### src/base64_padded_codec_macros.svh
// ----------------------------------------------------------------------------
// base64 codec assertion macros
// concurrent checks on clk, disabled while arst_n is low
// ----------------------------------------------------------------------------
`ifndef BASE64_PADDED_CODEC_MACROS_SVH
`define BASE64_PADDED_CODEC_MACROS_SVH

`ifndef SYNTHESIS

// same-cycle implication
`define B64_ASSERT_IMPLIES(label, ante, cons) \
	label: assert property (@(posedge clk) disable iff (!arst_n) (ante) |-> (cons)) \
		else $error("base64 codec check failed");

// next-cycle implication
`define B64_ASSERT_NEXT(label, ante, cons) \
	label: assert property (@(posedge clk) disable iff (!arst_n) (ante) |=> (cons)) \
		else $error("base64 codec check failed");

`else

`define B64_ASSERT_IMPLIES(label, ante, cons)
`define B64_ASSERT_NEXT(label, ante, cons)

`endif

`endif

### src/b64_pkg.sv
// ----------------------------------------------------------------------------
// b64_pkg
// shared types, constants and alphabet functions of the base64 codec
// ----------------------------------------------------------------------------
package b64_pkg;

	localparam int unsigned QUEUE_DEPTH = 2;

	localparam logic [7:0] PAD_CHAR   = 8'h3d;
	localparam logic [7:0] PLUS_CHAR  = 8'h2b;
	localparam logic [7:0] SLASH_CHAR = 8'h2f;

	localparam logic MODE_ENCODE = 1'b0;
	localparam logic MODE_DECODE = 1'b1;

	localparam logic STATUS_OK      = 1'b0;
	localparam logic STATUS_BAD_LEN = 1'b1;

	// one group handed from the front end to the output stage
	typedef struct packed {
		logic [23:0] bits;   // group, left aligned
		logic        mode;   // MODE_ENCODE or MODE_DECODE
		logic        err;    // bad decode length
		logic        last;   // group closes the message
		logic [2:0]  num;    // characters (encode) or bytes (decode) carrying data
	} job_t;

	function automatic logic [7:0] sextet_to_char(input logic [5:0] v);
		logic [7:0] r;
		if (v < 6'd26)
			r = 8'h41 + {2'b00, v};
		else if (v < 6'd52)
			r = 8'h61 + ({2'b00, v} - 8'd26);
		else if (v < 6'd62)
			r = 8'h30 + ({2'b00, v} - 8'd52);
		else if (v == 6'd62)
			r = PLUS_CHAR;
		else
			r = SLASH_CHAR;
		return r;
	endfunction

	function automatic logic [5:0] char_to_sextet(input logic [7:0] c);
		logic [5:0] r;
		if (c >= 8'h41 && c <= 8'h5a)
			r = 6'(c - 8'h41);
		else if (c >= 8'h61 && c <= 8'h7a)
			r = 6'(c - 8'h61 + 8'd26);
		else if (c >= 8'h30 && c <= 8'h39)
			r = 6'(c - 8'h30 + 8'd52);
		else if (c == PLUS_CHAR)
			r = 6'd62;
		else if (c == SLASH_CHAR)
			r = 6'd63;
		else
			r = 6'd0;
		return r;
	endfunction

endpackage

### src/b64_front.sv
// ----------------------------------------------------------------------------
// b64_front
// accepts bytes or characters, gathers groups and issues one job per group
// ----------------------------------------------------------------------------
module b64_front (
	input  logic             clk,
	input  logic             arst_n,
	input  logic             cfg_valid,
	input  logic             cfg_data,
	input  logic             push,
	input  logic [7:0]       in_byte,
	input  logic             is_last,
	input  logic             job_full,
	output logic             job_push,
	output b64_pkg::job_t    job
);

	logic        mode_q;
	logic [23:0] group_bits_q;
	logic [1:0]  group_fill_q;
	logic        pad_prev_q;

	logic        accept;
	logic [1:0]  enc_fill;
	logic [23:0] enc_bits;
	logic [5:0]  sextet;
	logic [23:0] dec_bits;
	logic        is_pad;

	logic [23:0] bits_d;
	logic [1:0]  fill_d;
	logic        pad_prev_d;

	assign accept = push && !job_full;
	assign is_pad = (in_byte == b64_pkg::PAD_CHAR);
	assign sextet = b64_pkg::char_to_sextet(in_byte);

	// a fill of three never occurs when encoding, treat it as empty
	assign enc_fill = (group_fill_q == 2'd3) ? 2'd0 : group_fill_q;

	always_comb begin
		unique case (enc_fill)
			2'd0:    enc_bits = group_bits_q | {in_byte, 16'h0000};
			2'd1:    enc_bits = group_bits_q | {8'h00, in_byte, 8'h00};
			default: enc_bits = group_bits_q | {16'h0000, in_byte};
		endcase
	end

	always_comb begin
		unique case (group_fill_q)
			2'd0:    dec_bits = group_bits_q | {sextet, 18'h0};
			2'd1:    dec_bits = group_bits_q | {6'h0, sextet, 12'h0};
			2'd2:    dec_bits = group_bits_q | {12'h0, sextet, 6'h0};
			default: dec_bits = group_bits_q | {18'h0, sextet};
		endcase
	end

	always_comb begin
		job_push   = 1'b0;
		job.bits   = 24'h0;
		job.mode   = mode_q;
		job.err    = 1'b0;
		job.last   = is_last;
		job.num    = 3'd0;
		bits_d     = group_bits_q;
		fill_d     = group_fill_q;
		pad_prev_d = pad_prev_q;
		if (mode_q == b64_pkg::MODE_ENCODE) begin
			job.bits = enc_bits;
			job.num  = {1'b0, enc_fill} + 3'd2;
			if (enc_fill == 2'd2 || is_last) begin
				job_push   = accept;
				bits_d     = 24'h0;
				fill_d     = 2'd0;
				pad_prev_d = 1'b0;
			end else begin
				bits_d = enc_bits;
				fill_d = enc_fill + 2'd1;
			end
		end else begin
			job.bits = dec_bits;
			if (group_fill_q != 2'd3) begin
				if (is_last) begin
					// short final group
					job_push   = accept;
					job.err    = 1'b1;
					job.num    = 3'd1;
					bits_d     = 24'h0;
					fill_d     = 2'd0;
					pad_prev_d = 1'b0;
				end else begin
					bits_d = dec_bits;
					fill_d = group_fill_q + 2'd1;
					if (group_fill_q == 2'd2)
						pad_prev_d = is_pad;
				end
			end else begin
				job_push = accept;
				if (is_last && is_pad)
					job.num = pad_prev_q ? 3'd1 : 3'd2;
				else
					job.num = 3'd3;
				bits_d     = 24'h0;
				fill_d     = 2'd0;
				pad_prev_d = 1'b0;
			end
		end
	end

	always_ff @(posedge clk or negedge arst_n) begin
		if (!arst_n) begin
			mode_q       <= b64_pkg::MODE_ENCODE;
			group_bits_q <= 24'h0;
			group_fill_q <= 2'd0;
			pad_prev_q   <= 1'b0;
		end else if (cfg_valid) begin
			// a mode write abandons any partial group
			mode_q       <= cfg_data;
			group_bits_q <= 24'h0;
			group_fill_q <= 2'd0;
			pad_prev_q   <= 1'b0;
		end else if (accept) begin
			group_bits_q <= bits_d;
			group_fill_q <= fill_d;
			pad_prev_q   <= pad_prev_d;
		end
	end

endmodule

### src/b64_queue.sv
// ----------------------------------------------------------------------------
// b64_queue
// short job queue between the front end and the output stage
// ----------------------------------------------------------------------------
module b64_queue #(
	parameter int unsigned DEPTH = b64_pkg::QUEUE_DEPTH
) (
	input  logic          clk,
	input  logic          arst_n,
	input  logic          wr_en,
	input  b64_pkg::job_t wr_data,
	output logic          full,
	input  logic          rd_en,
	output b64_pkg::job_t rd_data,
	output logic          not_empty
);

	localparam int unsigned PW = (DEPTH > 1) ? $clog2(DEPTH) : 1;
	localparam int unsigned CW = $clog2(DEPTH + 1);

	b64_pkg::job_t mem [DEPTH];
	logic [PW-1:0] wr_ptr_q;
	logic [PW-1:0] rd_ptr_q;
	logic [CW-1:0] count_q;

	logic do_wr;
	logic do_rd;

	assign full      = (count_q == CW'(DEPTH));
	assign not_empty = (count_q != '0);
	assign do_wr     = wr_en && !full;
	assign do_rd     = rd_en && not_empty;
	assign rd_data   = mem[rd_ptr_q];

	always_ff @(posedge clk) begin
		if (do_wr)
			mem[wr_ptr_q] <= wr_data;
	end

	always_ff @(posedge clk or negedge arst_n) begin
		if (!arst_n) begin
			wr_ptr_q <= '0;
			rd_ptr_q <= '0;
			count_q  <= '0;
		end else begin
			if (do_wr)
				wr_ptr_q <= (wr_ptr_q == PW'(DEPTH - 1)) ? '0 : wr_ptr_q + 1'b1;
			if (do_rd)
				rd_ptr_q <= (rd_ptr_q == PW'(DEPTH - 1)) ? '0 : rd_ptr_q + 1'b1;
			if (do_wr && !do_rd)
				count_q <= count_q + 1'b1;
			else if (do_rd && !do_wr)
				count_q <= count_q - 1'b1;
		end
	end

endmodule

### src/b64_back.sv
// ----------------------------------------------------------------------------
// b64_back
// output stage: holds one job and, while pop is high, issues its results one per cycle
// ----------------------------------------------------------------------------
module b64_back (
	input  logic          clk,
	input  logic          arst_n,
	input  logic          job_valid,
	input  b64_pkg::job_t job_in,
	output logic          job_pop,
	output logic          empty,
	input  logic          pop,
	output logic [7:0]    out_byte,
	output logic          out_last,
	output logic          status
);

	b64_pkg::job_t job_q;
	logic          valid_q;
	logic [1:0]    idx_q;

	logic [2:0]    total;
	logic          final_res;
	logic          taken;
	logic [5:0]    sextet;
	logic [7:0]    dec_byte;

	assign total = (job_q.mode == b64_pkg::MODE_ENCODE) ? 3'd4 :
	               (job_q.err ? 3'd1 : job_q.num);
	assign final_res = ({1'b0, idx_q} == total - 3'd1);
	assign taken     = valid_q && pop;
	assign job_pop   = job_valid && (!valid_q || (taken && final_res));
	assign empty     = !valid_q;

	always_comb begin
		unique case (idx_q)
			2'd0: begin sextet = job_q.bits[23:18]; dec_byte = job_q.bits[23:16]; end
			2'd1: begin sextet = job_q.bits[17:12]; dec_byte = job_q.bits[15:8];  end
			2'd2: begin sextet = job_q.bits[11:6];  dec_byte = job_q.bits[7:0];   end
			default: begin sextet = job_q.bits[5:0]; dec_byte = 8'h00; end
		endcase
	end

	always_comb begin
		if (job_q.mode == b64_pkg::MODE_ENCODE) begin
			out_byte = ({1'b0, idx_q} < job_q.num) ? b64_pkg::sextet_to_char(sextet)
			                                        : b64_pkg::PAD_CHAR;
			status   = b64_pkg::STATUS_OK;
		end else if (job_q.err) begin
			out_byte = 8'h00;
			status   = b64_pkg::STATUS_BAD_LEN;
		end else begin
			out_byte = dec_byte;
			status   = b64_pkg::STATUS_OK;
		end
		out_last = job_q.err || (job_q.last && final_res);
	end

	always_ff @(posedge clk) begin
		if (job_pop)
			job_q <= job_in;
	end

	always_ff @(posedge clk or negedge arst_n) begin
		if (!arst_n) begin
			valid_q <= 1'b0;
			idx_q   <= 2'd0;
		end else if (job_pop) begin
			valid_q <= 1'b1;
			idx_q   <= 2'd0;
		end else if (taken) begin
			if (final_res)
				valid_q <= 1'b0;
			idx_q <= idx_q + 2'd1;
		end
	end

endmodule

### src/base64_padded_codec.sv
// ----------------------------------------------------------------------------
// base64_padded_codec
// streaming base64 encoder and decoder with '=' padding
// ----------------------------------------------------------------------------
// usage
//   input side behaves as a queue: a transfer happens when push is high and
//   full is low; in_byte carries a data byte (encode) or a character (decode),
//   is_last flags the final item of a message
//   result side behaves as a queue: while empty is low the oldest result sits
//   on out_byte/out_last/status, and a transfer happens when pop is high
//   cfg_valid/cfg_data write decode_mode (0 encode, 1 decode); cfg_ready is
//   always high; a write also drops any partial group, so write only when idle
// timing
//   an item that closes a group is written to the job queue and then loaded
//   into the output stage before its first result shows; while pop is high
//   one result leaves per cycle, and while full is low the front end takes
//   one item per cycle
// stalls and reset
//   a held-off pop keeps the result steady; full rises once the job queue and
//   the output stage hold jobs; arst_n clears the mode, partial group and queues
// ----------------------------------------------------------------------------
`include "base64_padded_codec_macros.svh"

module base64_padded_codec #(
	parameter int unsigned QUEUE_DEPTH = b64_pkg::QUEUE_DEPTH
) (
	input  logic       clk,
	input  logic       arst_n,
	// configuration
	input  logic       cfg_valid,
	output logic       cfg_ready,
	input  logic       cfg_data,
	// item input
	input  logic       push,
	output logic       full,
	input  logic [7:0] in_byte,
	input  logic       is_last,
	// results
	output logic       empty,
	input  logic       pop,
	output logic [7:0] out_byte,
	output logic       out_last,
	output logic       status
);

	b64_pkg::job_t front_job;
	b64_pkg::job_t queue_job;
	logic          job_push;
	logic          job_full;
	logic          job_valid;
	logic          job_pop;

	// configuration writes are always taken
	assign cfg_ready = 1'b1;
	assign full      = job_full;

	// front end: group gathering and classification
	b64_front u_front (
		.clk       (clk),
		.arst_n    (arst_n),
		.cfg_valid (cfg_valid),
		.cfg_data  (cfg_data),
		.push      (push),
		.in_byte   (in_byte),
		.is_last   (is_last),
		.job_full  (job_full),
		.job_push  (job_push),
		.job       (front_job)
	);

	// decoupling queue
	b64_queue #(
		.DEPTH (QUEUE_DEPTH)
	) u_queue (
		.clk       (clk),
		.arst_n    (arst_n),
		.wr_en     (job_push),
		.wr_data   (front_job),
		.full      (job_full),
		.rd_en     (job_pop),
		.rd_data   (queue_job),
		.not_empty (job_valid)
	);

	// output stage: one result per cycle while pop is high
	b64_back u_back (
		.clk       (clk),
		.arst_n    (arst_n),
		.job_valid (job_valid),
		.job_in    (queue_job),
		.job_pop   (job_pop),
		.empty     (empty),
		.pop       (pop),
		.out_byte  (out_byte),
		.out_last  (out_last),
		.status    (status)
	);

	// a job is never offered to a full queue
	`B64_ASSERT_IMPLIES(a_no_queue_overflow, job_push, !job_full)
	// a bad-length result always closes its message
	`B64_ASSERT_IMPLIES(a_err_is_last, !empty && status, out_last)
	// a waiting result is not lost while the receiver stalls
	`B64_ASSERT_NEXT(a_result_kept, !empty && !pop, !empty)

endmodule
### config.mk
export PLATFORM = sky130hd
export DESIGN_NAME = base64_padded_codec
export DESIGN_NICKNAME = d
export VERILOG_FILES = /design/src/b64_pkg.sv /design/src/b64_front.sv /design/src/b64_queue.sv /design/src/b64_back.sv /design/src/base64_padded_codec.sv
export VERILOG_INCLUDE_DIRS = /design/src /design/src/src
export SDC_FILE = /design/constraint.sdc
export NUM_CORES = 1
export LEC_CHECK = 0
export BUFFER_PORTS_ARGS = -buffer_cell sky130_fd_sc_hd__clkbuf_2
export CAP_MARGIN = 20
export CORE_MARGIN = 1
export CORE_UTILIZATION = 56
export CTS_CLUSTER_DIAMETER = 100
export DETAILED_ROUTE_END_ITERATION = 12
export GPL_TIMING_DRIVEN = 0
export PLACE_DENSITY_LB_ADDON = 0.05
export REMOVE_ABC_BUFFERS = 1
export SETUP_SLACK_MARGIN = 0.3
export SLEW_MARGIN = 20
export SYNTH_ARGS = -nofsm -noshare
export SYNTH_HDL_FRONTEND = slang
export SYNTH_SLANG_ARGS = --single-unit
### constraint.sdc
create_clock -name clk -period 3.9 [get_ports clk]
set_clock_uncertainty 0.15 [all_clocks]
set_input_delay 0.585 -clock clk [delete_from_list [all_inputs] [get_ports clk]]
set_output_delay 0.585 -clock clk [all_outputs]
set_load 0.02 [all_outputs]
# Yosys cells after proc, flatten, opt, wreduce, memory -nomap -nowiden
# Memories as Yosys holds them, arrays and structs flattened. A register that Yosys moved wholly into a read port is not among the register bits.
# Index checks and enable logic that the tools add are counted.
# classes
n_addsub,19
order_cmp,10
eq_ne,15
mux,64
bitwise,7
n_reduce_logical,31
# op_table
cell,count
$mux 24,7
$pmux 24 s3,1
$mux 8,6
$or 24x24->24,2
$pmux 24 s2,1
$mux 6,5
$eq 8x6->1 const B,3
$mux 1,24
$mux 2,12
$or 24x12->24,1
$or 24x16->24,1
$or 24x18->24,1
$or 24x6->24,1
$or 24x8->24,1
$pmux 8 s3,1
$mux 3,6
$pmux 6 s3,1
$ge 8x7->1 const B,2
$le 8x7->1 const B,2
$logic_and 1x1->1,13
$lt 6x6->1 const B,2
$sub 6x6->6 const B,2
$eq 2x2->1 const B,5
$reduce_bool 2->1,5
28 further kinds,41
# totals
register_bits,35
ram_bits,60
out_inout_bits,13
word_cells,156
n_memories,1
# memory_table
memory,depth,word_bits,read_ports,rd_clocked_by_memory_dff,wr,line,source
u_queue.mem,2,30,1,1,1,b64_queue.sv:21,b64_pkg::job_t mem [DEPTH];

# Longest topological paths before layout
# Gate-level depths: netlist of run 1.
# depth
word_depth,13
mapped_depth,12
depth_no_buf,11

# Modules after synthesis
# Synthesis of run 1 repeated with hierarchy kept, for this count alone.
# unflattened
cells_unflattened,720
area_unflattened_um2,7469.7
# modules_own_cells
mod,n_inst,cells_each,area_each_um2
b64_front,1,395,2901.5
b64_queue,1,112,2376.0
b64_back,1,211,2180.8
base64_padded_codec,1,2,11.3

# Worst setup path after synthesis of run 1
# No wires, ideal clock.
# synth_timing
path_type,register to register
from,"register, netlist name u_back.job_q[4]"
to,register u_queue.count_q[1]
setup_time_ps,79
arrival_time_ps,3822
slack_ps,-151
path_stages_with_launch,11
n_path_buf,0
cell_sequence,edfxtp_1 -> or3_1 -> ha_1 -> xor2_1 -> nand4_1 -> a21oi_1 -> inv_1 -> ha_1 -> xor2_1 -> nor2_1 -> xor2_1
# synth_via
elab_chain_cells,11
elab_cells_between_ends,13
# synth_rtl
element,line,source
$mux 3 (*),b64_back.sv:29,(job_q.err ? 3'd1 : job_q.num);
$mux 3 (*),b64_back.sv:28,assign total = (job_q.mode == b64_pkg::MODE_ENCODE) ? 3'd4 :
$sub 3x1->3 (*),b64_back.sv:30,"assign final_res = ({1'b0, idx_q} == total - 3'd1);"
$eq 2x3->1 (*),b64_back.sv:30,
$logic_and 1x1->1 (*),b64_back.sv:32,assign job_pop = job_valid && (!valid_q || (taken && final_res));
$logic_or 1x1->1 (*),b64_back.sv:32,
$logic_and 1x1->1 (*),b64_back.sv:32,
via job_pop,base64_padded_codec.sv:51,logic job_pop;
$logic_and 1x1->1 (*),b64_queue.sv:32,assign do_rd = rd_en && not_empty;
$logic_not 1->1,b64_queue.sv:50,if (do_wr && !do_rd)
$logic_and 1x1->1,b64_queue.sv:50,
$mux 2 or $reduce_bool 2->1 (tied branches),n/a,
end signal: assignment,b64_queue.sv:51,count_q <= count_q + 1'b1;
end signal: assignment,b64_queue.sv:53,count_q <= count_q - 1'b1;
end: declaration,b64_queue.sv:24,logic [CW-1:0] count_q;
# Mark *: on every way through the listed nets, which the timed path passes. The rest lies on a longest branch.
# A chain may end at the register's enable or synchronous reset.

# Final worst setup path of run 1
# layout_timing
from,register u_back.idx_q[0]
to,output out_byte[5]
# layout_via
elab_chain_cells,9
elab_cells_between_ends,20
# layout_rtl
element,line,source
start: declaration,b64_back.sv:20,logic [1:0] idx_q;
start signal: assignment,b64_back.sv:74,idx_q <= idx_q + 2'd1;
"$eq 2x2->1, or another cell as far along",b64_back.sv:36,unique case (idx_q)
$pmux 6 s3,b64_back.sv:36,
$sub 6x6->7,b64_pkg.sv:35,"r = 8'h30 + ({2'b00, v} - 8'd52);"
$add 6x8->8,b64_pkg.sv:35,
$mux 8,b64_pkg.sv:34,else if (v < 6'd62)
$mux 8,b64_pkg.sv:32,else if (v < 6'd52)
$mux 8,b64_pkg.sv:30,if (v < 6'd26)
$mux 8,b64_back.sv:46,"out_byte = ({1'b0, idx_q} < job_q.num) ? b64_pkg::sextet_to_char(sextet)"
$mux 8 (*),b64_back.sv:45,if (job_q.mode == b64_pkg::MODE_ENCODE) begin
end: declaration,base64_padded_codec.sv:41,"output logic [7:0] out_byte,"
# Every way passes the cells marked *; elsewhere a longest branch is shown, timed or not.

==> metrics, run 1 <==
Setup TNS Final=-1.070 ns; violated checks=negative setup slack; worst-case reg-to-reg path depth=8; hold buffer count at CTS=0; Vias=5,889; ANT cells=0; Critical Path End Type=primary output; I/O pin cnt=28; status=complete, but fails checks; endpoints failing setup=8; met3 wire length=1474 microns; DR pass1 iterations=7; Post-synth EDFFs=90; clock insertion delay at the later pin of the skew report=0.41 ns; critical-path cell list=inv_4 > ha_4 > a222oi_1 > mux2i_4 > or3_4 > and2_4 > and4_4 > a2111o_1 > o221ai_2 > clkbuf_8; leakage=3.282 nW; DP HPWL=12,580 microns; most frequent cell after synthesis=edfxtp_1; Core Region=0.01216 sq mm; routed length on met1=7849 microns; largest stage delay on the critical path=0.53 ns; Clock Sinks=125; area leader, netlist=edfxtp_1; reg2reg start=u_front.group_fill_q[0]$_DFFE_PN0P_; Synth Register Bits=125; Worst Path Required=3.16 ns; final worst path period share=106.3%; Warnings, synthesis=0; top post-synthesis cells by area=edfxtp_1 (38%), dfrtp_1 (12%), ha_1 (5.1%), mux2_2 (5.1%), nand2_1 (3.4%); PwrDens=819.3 mW/mm^2; Slowest-stage cell, CP=a222oi_1; antenna violations before repair=0; Worst slew margin=24.83%; TritonCTS clock tree=done; root buffer cell=clkbuf_16; Starting Density=58.14%; clock tree buffer depth=2; asr flop ratio synth=28.00%; DR top layer=met4; IO buf count=26; final instance area=0.008611 sq mm; Total GRT Usage=30.88%; H-tree Lvls=4; fmax=241.2 MHz; max-slew violations=0; FP Rows=40; total gr overflow=0; sequential fraction of the synthesis area=50.61%; Area growth, synth to finish=21.78%; Top FF cell, synth=edfxtp_1; fillers=853; vias in the first global route=5,591; Final Net Count=772; Top delay family on crit path=compound AO/OA/AOI/OAI gates; max-cap viol count=0; DRT antenna net count=0; Iter 0 DRT Violations=750; Synth cell types=61; DIE HEIGHT=114.4 microns; RSZ-0062 raised after global routing=yes; fraction of layout cells with a size suffix above 1=24.16%; DR DRC count=0; Routed WL per cell=21.67 microns; reg2reg setup slack=0.56 ns; Arr. time, crit path=3.41 ns; pre-CTS worst setup slack=-0.4837 ns; hold slack final=0.1916 ns; final worst path period need=4.146 ns; Die W=114.4 microns; area share of the largest cell type after synthesis=38.22%; r2r endpoint=u_front.group_bits_q[18]$_DFFE_PN0P_; HP Class=in -> async; GPL Wtd Cong=0.8953; Placed Area=0.007348 sq mm; global-route wire length before repair=29,880 microns; final WL=19,690 microns; vias per cell=6.479; cells after synthesis=677; actual slew at the worst max-slew pin=1.119 ns; Final Hold Viols=0; Worst Setup Path Type=reg -> out; die area=0.01308 sq mm; VDD IR max=0.3732 mV; largest net degree at the start of global routing=36; Setup crit start kind=register; Synth Cell Area=0.007071 sq mm; Final WS setup=-0.2460 ns; Commonest cells post-synth=edfxtp_1 (90), nand2_1 (64), nor2_1 (57); Avg Synthesized Cell Area=10.44 sq um; CP bufs+invs=2; Reg clk slew, reported paths=0.06 ns; crit path max fanout=8; wire length on met2=9689 microns; CTS buffer count=17
[layout make-up]
cell class                      count  area (sq um)  area share, %
Tap cell                          168         210.2          2.441
Sequential cell                   125          3583          41.62
Inverter                           33         126.4          1.468
Multi-Input combinational cell    484          3513          40.80
Timing Repair Buffer               67         533.0          6.190
Clock inverter                     14         215.2          2.499
Clock buffer                       18         429.2          4.984
[timing repair]
| action | 4_1_cts | 5_1_grt |
|---|---|---|
| setup endpoints to repair | 8 | 24 |
| setup buffers | 26 | 12 |
| pin swaps | 16 | 11 |
| hold endpoints to repair | 0 | 0 |
| gates resized for setup | 60 | 24 |
[metal layers]
metal,up-vias,GRT usage (%)
met5,-,0
met4,0,12.21
met2,313,52.89
met1,2859,37.87
met3,54,7.147
li1,2663,-
[flip-flops by register name, summed over array words and instances (netlist names)]
signal and count:
u_queue.rd_ptr_q 1, u_front.mode_q 1, u_back.idx_q 2, u_front.pad_prev_q 1
u_queue.mem 60, u_queue.wr_ptr_q 1, u_front.group_bits_q 24, u_front.group_fill_q 2
u_back.valid_q 1, u_back.job_q 30, u_queue.count_q 2
[cells by family after synthesis]
| kind of cell | Yosys count | share of synthesized area [%] |
|---|---|---|
| AOI/OAI and AO/OA | 205 | 19.55 |
| muxes | 37 | 5.804 |
| other | 1 | 0.05304 |
| and+or+nand+nor | 192 | 12.58 |
| DFF | 125 | 50.61 |
| adders and majority gates | 29 | 5.132 |
| xor gates and xnor gates | 20 | 2.477 |
| buffers and inverters | 68 | 3.787 |
[layout by cell type, fill, tap and decap left out, drive strengths merged, types with 4 or more instances in the layout]
| cell | n |
|---|---|
| nand2b | 9 |
| a222oi | 16 |
| a31oi | 13 |
| ha | 29 |
| inv | 36 |
| mux2 | 32 |
| nor2 | 57 |
| a22oi | 21 |
| o22ai | 9 |
| nor3 | 17 |
| edfxtp | 90 |
| xor2 | 6 |
| nand3 | 9 |
| a32oi | 4 |
| a32o | 4 |
| clkbuf | 37 |
| o221ai | 5 |
| or3 | 6 |
| and2 | 8 |
| buf | 48 |
| bufinv | 5 |
| o21ai | 47 |
| a221oi | 6 |
| a21oi | 46 |
| nand2 | 64 |
| o211ai | 7 |
| clkinv | 5 |
| mux2i | 5 |
| nor2b | 10 |
| xnor2 | 14 |
| dfrtp | 35 |
[per-stage QoR]
step / cells / utilization (%) / power, mW
3_5_place_dp: 839 / 60.42 / 4.157
5_1_grt: 909 / 70.80 / 7.369
3_3_place_gp: 836 / 59.75 / 4.082
4_1_cts: 897 / 69.51 / 6.656
2_1_floorplan: 642 / - / 3.499
6_report: 909 / 70.80 / 7.055
[where the power goes]
part	internal, mW	switching, mW
combinational	1.58	1.84
sequential	1.72	0.194
clock	1.14	0.584
total	4.43	2.62
[worst max-delay path by stage]
stage | endpoint | depth (start not counted) | from
2_1_floorplan | u_queue.count_q[1]$_DFFE_PN0P_ | 11 | u_back.job_q[5]$_DFFE_PP_
4_1_cts | out_byte[5] | 11 | u_back.idx_q[0]$_DFFE_PN0P_
6_report | out_byte[5] | 10 | u_back.idx_q[0]$_DFFE_PN0P_
3_5_place_dp | out_byte[5] | 11 | u_back.idx_q[0]$_DFFE_PN0P_
5_1_grt | out_byte[5] | 9 | u_back.idx_q[0]$_DFFE_PN0P_
3_3_place_gp | u_queue.count_q[1]$_DFFE_PN0P_ | 11 | u_back.job_q[5]$_DFFE_PP_
(Power assumes the default switching activity.)
==> inputs of run 2 (changes only) <==
--- a/config.mk
+++ b/config.mk
@@ -12,10 +12,11 @@
 export CORE_UTILIZATION = 56
 export CTS_CLUSTER_DIAMETER = 100
 export DETAILED_ROUTE_END_ITERATION = 12
+export GPL_ROUTABILITY_DRIVEN = 0
 export GPL_TIMING_DRIVEN = 0
 export PLACE_DENSITY_LB_ADDON = 0.05
 export REMOVE_ABC_BUFFERS = 1
-export SETUP_SLACK_MARGIN = 0.3
+export SETUP_SLACK_MARGIN = 0.4
 export SLEW_MARGIN = 20
 export SYNTH_ARGS = -nofsm -noshare
 export SYNTH_HDL_FRONTEND = slang
==> metrics, run 2 (same netlist as run 1, synthesis figures left out) <==
status=complete, but fails checks; violated checks=negative setup slack; CTS buffer count=17; total gr overflow=0; FP Rows=40; Setup crit start kind=register; Reg clk slew, reported paths=0.06 ns; H-tree Lvls=4; Starting Density=58.14%; VDD IR max=0.4042 mV; final worst path period need=3.940 ns; critical-path cell list=inv_4 > ha_4 > a222oi_1 > mux2i_4 > buf_6 > o211ai_1 > xnor2_1 > nor2_1 > a2111o_1 > o221ai_2 > clkbuf_8; leakage=3.274 nW; clock tree buffer depth=2; Arr. time, crit path=3.20 ns; DR pass1 iterations=7; vias in the first global route=5,735; Setup TNS Final=-0.03994 ns; actual slew at the worst max-slew pin=1.082 ns; root buffer cell=clkbuf_16; Slowest-stage cell, CP=dfrtp_2; Total GRT Usage=30.54%; Final Net Count=779; Worst slew margin=27.30%; global-route wire length before repair=30,010 microns; RSZ-0062 raised after global routing=yes; ANT cells=0; Top delay family on crit path=compound AO/OA/AOI/OAI gates; Most flops, register=u_queue.mem; vias per cell=6.456; HP Class=in -> async; Setup crit end=out_byte[5]; hold buffer count at CTS=0; Final WS setup=-0.03994 ns; final WL=19,080 microns; fraction of layout cells with a size suffix above 1=24.50%; Core Region=0.01216 sq mm; crit path max fanout=6; worst-case reg-to-reg path depth=10; max-cap viol count=0; TritonCTS clock tree=done; Die W=114.4 microns; Final Hold Viols=0; Clock Sinks=125; max reg flops=60; I/O pin cnt=28; Area growth, synth to finish=21.54%; commonest cells after routing, fill and taps aside=edfxtp_1 (90), nand2_1 (63), nor2_1 (56); die area=0.01308 sq mm; Vias=5,907; Iter 0 DRT Violations=843; reg2reg setup slack=0.59 ns; DR DRC count=0; reg2reg start=u_back.job_q[5]$_DFFE_PP_; largest net degree at the start of global routing=36; largest stage delay on the critical path=0.44 ns; IO buf count=26; CP startpoint=u_back.idx_q[0]$_DFFE_PN0P_; endpoints failing setup=1; Routed WL per cell=20.86 microns; most common cell after layout, fill and taps aside=edfxtp_1; r2r endpoint=u_queue.count_q[1]$_DFFE_PN0P_; DRT antenna net count=0; Final Power=6.862 mW; Placed Area=0.007341 sq mm; Worst Path Required=3.16 ns; Worst Setup Path Type=reg -> out; Critical Path End Type=primary output; clock insertion delay at the later pin of the skew report=0.41 ns; fmax=253.8 MHz; final instance area=0.008593 sq mm; DIE HEIGHT=114.4 microns; DP HPWL=12,170 microns; final worst path period share=101.0%; WP depth=11; PwrDens=798.5 mW/mm^2; max-slew violations=0; largest registers=u_queue.mem (60), u_back.job_q (30), u_front.group_bits_q (24); antenna violations before repair=0; CP bufs+invs=3
==> run 2: cell types whose count changed in the layout (fill, tap and decap cells not counted), moves of 2 or more <==
cell / delta
ha_2: +2
o21ai_0: +2
bufinv_16: -2
clkbuf_2: +2
ha_1: -2
clkinvlp_4: +2
buf_4: +3
inv_6: -2
o21ai_1: +2
buf_12: +3
buf_6: -2
o21ai_2: -4
a21oi_2: -2
clkinv_4: +2
==> run 2: worst min path at each step <==
stage,startpoint,endpoint,slack (ns),cells past startpoint
CTS,arst_n,u_front.group_bits_q[22]$_DFFE_PN0P_,0.20,1
finish,arst_n,u_front.group_bits_q[23]$_DFFE_PN0P_,0.18,1
floorplan,arst_n,u_back.idx_q[0]$_DFFE_PN0P_,0.14,0
global placement,u_queue.wr_ptr_q$_DFFE_PN0P_,u_queue.wr_ptr_q$_DFFE_PN0P_,0.33,1
detailed placement,u_front.group_bits_q[7]$_DFFE_PN0P_,u_front.group_bits_q[7]$_DFFE_PN0P_,0.34,2
global route,arst_n,u_front.group_fill_q[0]$_DFFE_PN0P_,0.25,1
==> run 2: final cells by class <==
type	instances	area [sq um]
timing repair buffer	74	584.3
clock buffer	17	425.4
clock inverter	14	170.2
tap	168	210.2
fill	880	3568
sequential	125	3583
inverter	33	126.4
multi-input combinational	484	3493
==> run 2: timing repair <==
action                                 in CTS  in global routing
gates cloned                                0                  0
endpoints found under the hold margin       0                  0
pin swaps                                  15                  6
resized for setup                          56                 17
setup endpoints to repair                   8                 36
setup buffers                              40                  5
==> run 2: where the power goes <==
group	leakage [nW]	switching [mW]	internal, mW
combinational	1.70	1.81	1.58
sequential	1.30	0.189	1.72
clock	0.283	0.573	1.00
total	3.27	2.57	4.29
==> run 2: worst reg2reg max path, cell delays in order (launching register included) <==
cell and delay [ns]:
edfxtp_1 0.66, inv_1 0.18, or3_1 0.36, ha_1 0.31, xor2_1 0.19, nand4_1 0.21, a21oi_4 0.45, inv_1 0.09
ha_1 0.34, nor2_1 0.14, xor2_1 0.16
==> run 2: routing by layer <==
| metal | GRT usage (%) | vias to the layer above | share of wire [%] |
|---|---|---|---|
| li1 | - | 2672 | - |
| met1 | 38.43 | 2841 | 41 |
| met4 | 12.38 | 0 | 3.3 |
| met3 | 5.823 | 61 | 7.6 |
| met2 | 51.96 | 333 | 48 |
| met5 | 0 | - | 0 |
==> run 2: metrics by stage <==
step | utilization (%) | cells | setup slack, ns | hold WS [ns]
after CTS | 69.88 | 910 | 0.01404 | 0.2048
after detailed placement | 60.36 | 839 | -0.5216 | 0.3438
final | 70.66 | 915 | -0.03994 | 0.1762
after floorplan | - | 642 | -0.2716 | 0.1394
after global routing | 70.66 | 915 | -0.1650 | 0.2468
after global placement | 59.75 | 836 | -1.165 | 0.3270
==> inputs of run 3 (changes only) <==
--- a/config.mk
+++ b/config.mk
@@ -14,7 +14,7 @@
 export DETAILED_ROUTE_END_ITERATION = 12
 export GPL_ROUTABILITY_DRIVEN = 0
 export GPL_TIMING_DRIVEN = 0
-export PLACE_DENSITY_LB_ADDON = 0.05
+export PLACE_DENSITY = 0.76
 export REMOVE_ABC_BUFFERS = 1
 export SETUP_SLACK_MARGIN = 0.4
 export SLEW_MARGIN = 20
==> metrics, run 3 (same netlist as run 1, synthesis figures left out) <==
status=complete, but fails checks; violated checks=negative setup slack; critical-path cell list=buf_6 > ha_4 > a222oi_1 > mux2i_4 > buf_4 > o211ai_1 > a21oi_2 > a211o_1 > a21oi_1 > o22ai_1 > buf_4; DP HPWL=11,720 microns; RSZ-0062 raised after global routing=yes; crit path max fanout=8; largest registers=u_queue.mem (60), u_back.job_q (30), u_front.group_bits_q (24); largest net degree at the start of global routing=36; Sw Ratio=38.75%; Final Net Count=782; global-route wire length before repair=29,240 microns; final instance area=0.008581 sq mm; Most flops, register=u_queue.mem; logic gate share of total power=50.9%; DR pass1 iterations=7; clock tree buffer depth=2; max-cap viol count=0; actual slew at the worst max-slew pin=1.087 ns; fillers=828; fmax=249.2 MHz; pre-CTS worst setup slack=-0.3879 ns; antenna violations before repair=0; most common cell after layout, fill and taps aside=edfxtp_1; IO buf count=26; CTS buffer count=17; Final Power=6.937 mW; Critical Path End Type=primary output; Worst Setup Path Type=reg -> out; Routed WL per cell=21.13 microns; Starting Density=58.14%; multi-input logic area=0.003513 sq mm; max-slew violations=0; Final Hold Viols=0; Slowest-stage cell, CP=dfrtp_2; Area growth, synth to finish=21.36%; PwrDens=808.4 mW/mm^2; Setup crit start kind=register; FP Rows=40; commonest cells after routing, fill and taps aside=edfxtp_1 (90), nand2_1 (63), nor2_1 (55); max reg flops=60; net load switching power=2.688 mW; Clock Sinks=125; TritonCTS clock tree=done; Total GRT Usage=29.40%; root buffer cell=clkbuf_16; final worst path period need=4.013 ns; vias in the first global route=5,721; cell mode on critical path=buf_4; final WL=19,420 microns; Iter 0 DRT Violations=1,072; total gr overflow=0; DRT antenna net count=0; worst-case reg-to-reg path depth=8; Reg clk slew, reported paths=0.06 ns; Core Region=0.01216 sq mm; Sequential Power Share=27.5%; leakage=3.255 nW; Worst Path Required=3.16 ns; Power Internal=4.249 mW; endpoints failing setup=4; hold buffer count at CTS=0; hold slack final=0.1909 ns; Arr. time, crit path=3.28 ns; ANT cells=0; DR DRC count=0; VDD IR max=0.4019 mV; H-tree Lvls=4; HP Class=in -> async; vias per cell=6.782; Final WS setup=-0.1127 ns; Vias=6,233; fraction of layout cells with a size suffix above 1=25.17%; CP startpoint=u_back.idx_q[1]$_DFFE_PN0P_; reg2reg start=u_front.group_fill_q[0]$_DFFE_PN0P_; Placed Area=0.007336 sq mm; Cells after DPL=838; die area=0.01308 sq mm; final worst path period share=102.9%; clock insertion delay at the later pin of the skew report=0.41 ns; clock group share of total power=21.5%; Die W=114.4 microns; Non-Filler Instances=919; largest stage delay on the critical path=0.44 ns; I/O pin cnt=28; Reg area=0.003583 sq mm; DIE HEIGHT=114.4 microns; Worst slew margin=26.98%
==> run 3: cell types whose count changed in the layout (fill, tap and decap cells not counted), sizes merged <==
cell,change
a32oi,+1
clkbuf,-1
buf,+3
clkinvlp,+1
clkinv,-2
and2,+1
bufinv,-2
inv,+3
==> run 3: path summary, 6_finish.rpt <==
check,end,slack [ns]
worst min register to register,u_front.group_bits_q[6]$_DFFE_PN0P_,0.34
worst min-delay path,u_front.group_bits_q[4]$_DFFE_PN0P_,0.19
max in group asynchronous,u_front.mode_q$_DFFE_PN0P_,2.72
min in group clk,u_front.mode_q$_DFFE_PN0P_,0.25
worst max-delay path,out_byte[4],-0.11
worst max register to register,u_front.group_bits_q[18]$_DFFE_PN0P_,0.58
==> run 3: cell type report <==
cell class / count / share of cell area, %
inverter: 33 / 1.502
tap: 168 / 2.450
multi-input combinational: 486 / 40.94
clock buffer: 18 / 5.118
clock inverter: 14 / 1.575
sequential: 125 / 41.76
timing repair buffer: 75 / 6.649
==> run 3: timing repair <==
| action | 4_1_cts | 5_1_grt |
|---|---|---|
| gates cloned | 1 | 1 |
| pin swaps | 14 | 13 |
| resized for setup | 43 | 32 |
| setup endpoints to repair | 13 | 25 |
| buffers inserted | 30 | 17 |
==> run 3: worst max-delay path: cells and delay by family, from the launching register on <==
kind                       cells  cell delay [ns]
buffers and inverters          3             0.54
DFF                            1             0.44
adders and majority gates      1             0.19
muxes                          1             0.20
AOI/OAI and AO/OA              6             1.51
==> run 3: power by group through the flow <==
stage	combinational, mW	sequential (mW)	clock, mW
after floorplan	1.63	1.86	0
after global placement	2.08	1.91	0
after detailed placement	2.19	1.92	0
after CTS	2.81	1.91	1.51
after global routing	3.71	1.93	1.57
final	3.53	1.91	1.49
==> run 3: layer usage <==
metal  share of wire, %  vias up  global-route usage [%]
li1                   -     2694                       -
met1                 37     2889                   36.01
met2                 47      500                   48.28
met3                9.9      150                   7.411
met4                6.3        0                   15.32
met5                  0        -                       0
==> run 3: stage by stage <==
stage / util (%) / TNS [ns]
2_1_floorplan: - / -0.4349
4_1_cts: 68.64 / 0
3_3_place_gp: 59.75 / -32.35
3_5_place_dp: 60.32 / -1.711
6_report: 70.56 / -0.3015
5_1_grt: 70.56 / -1.745
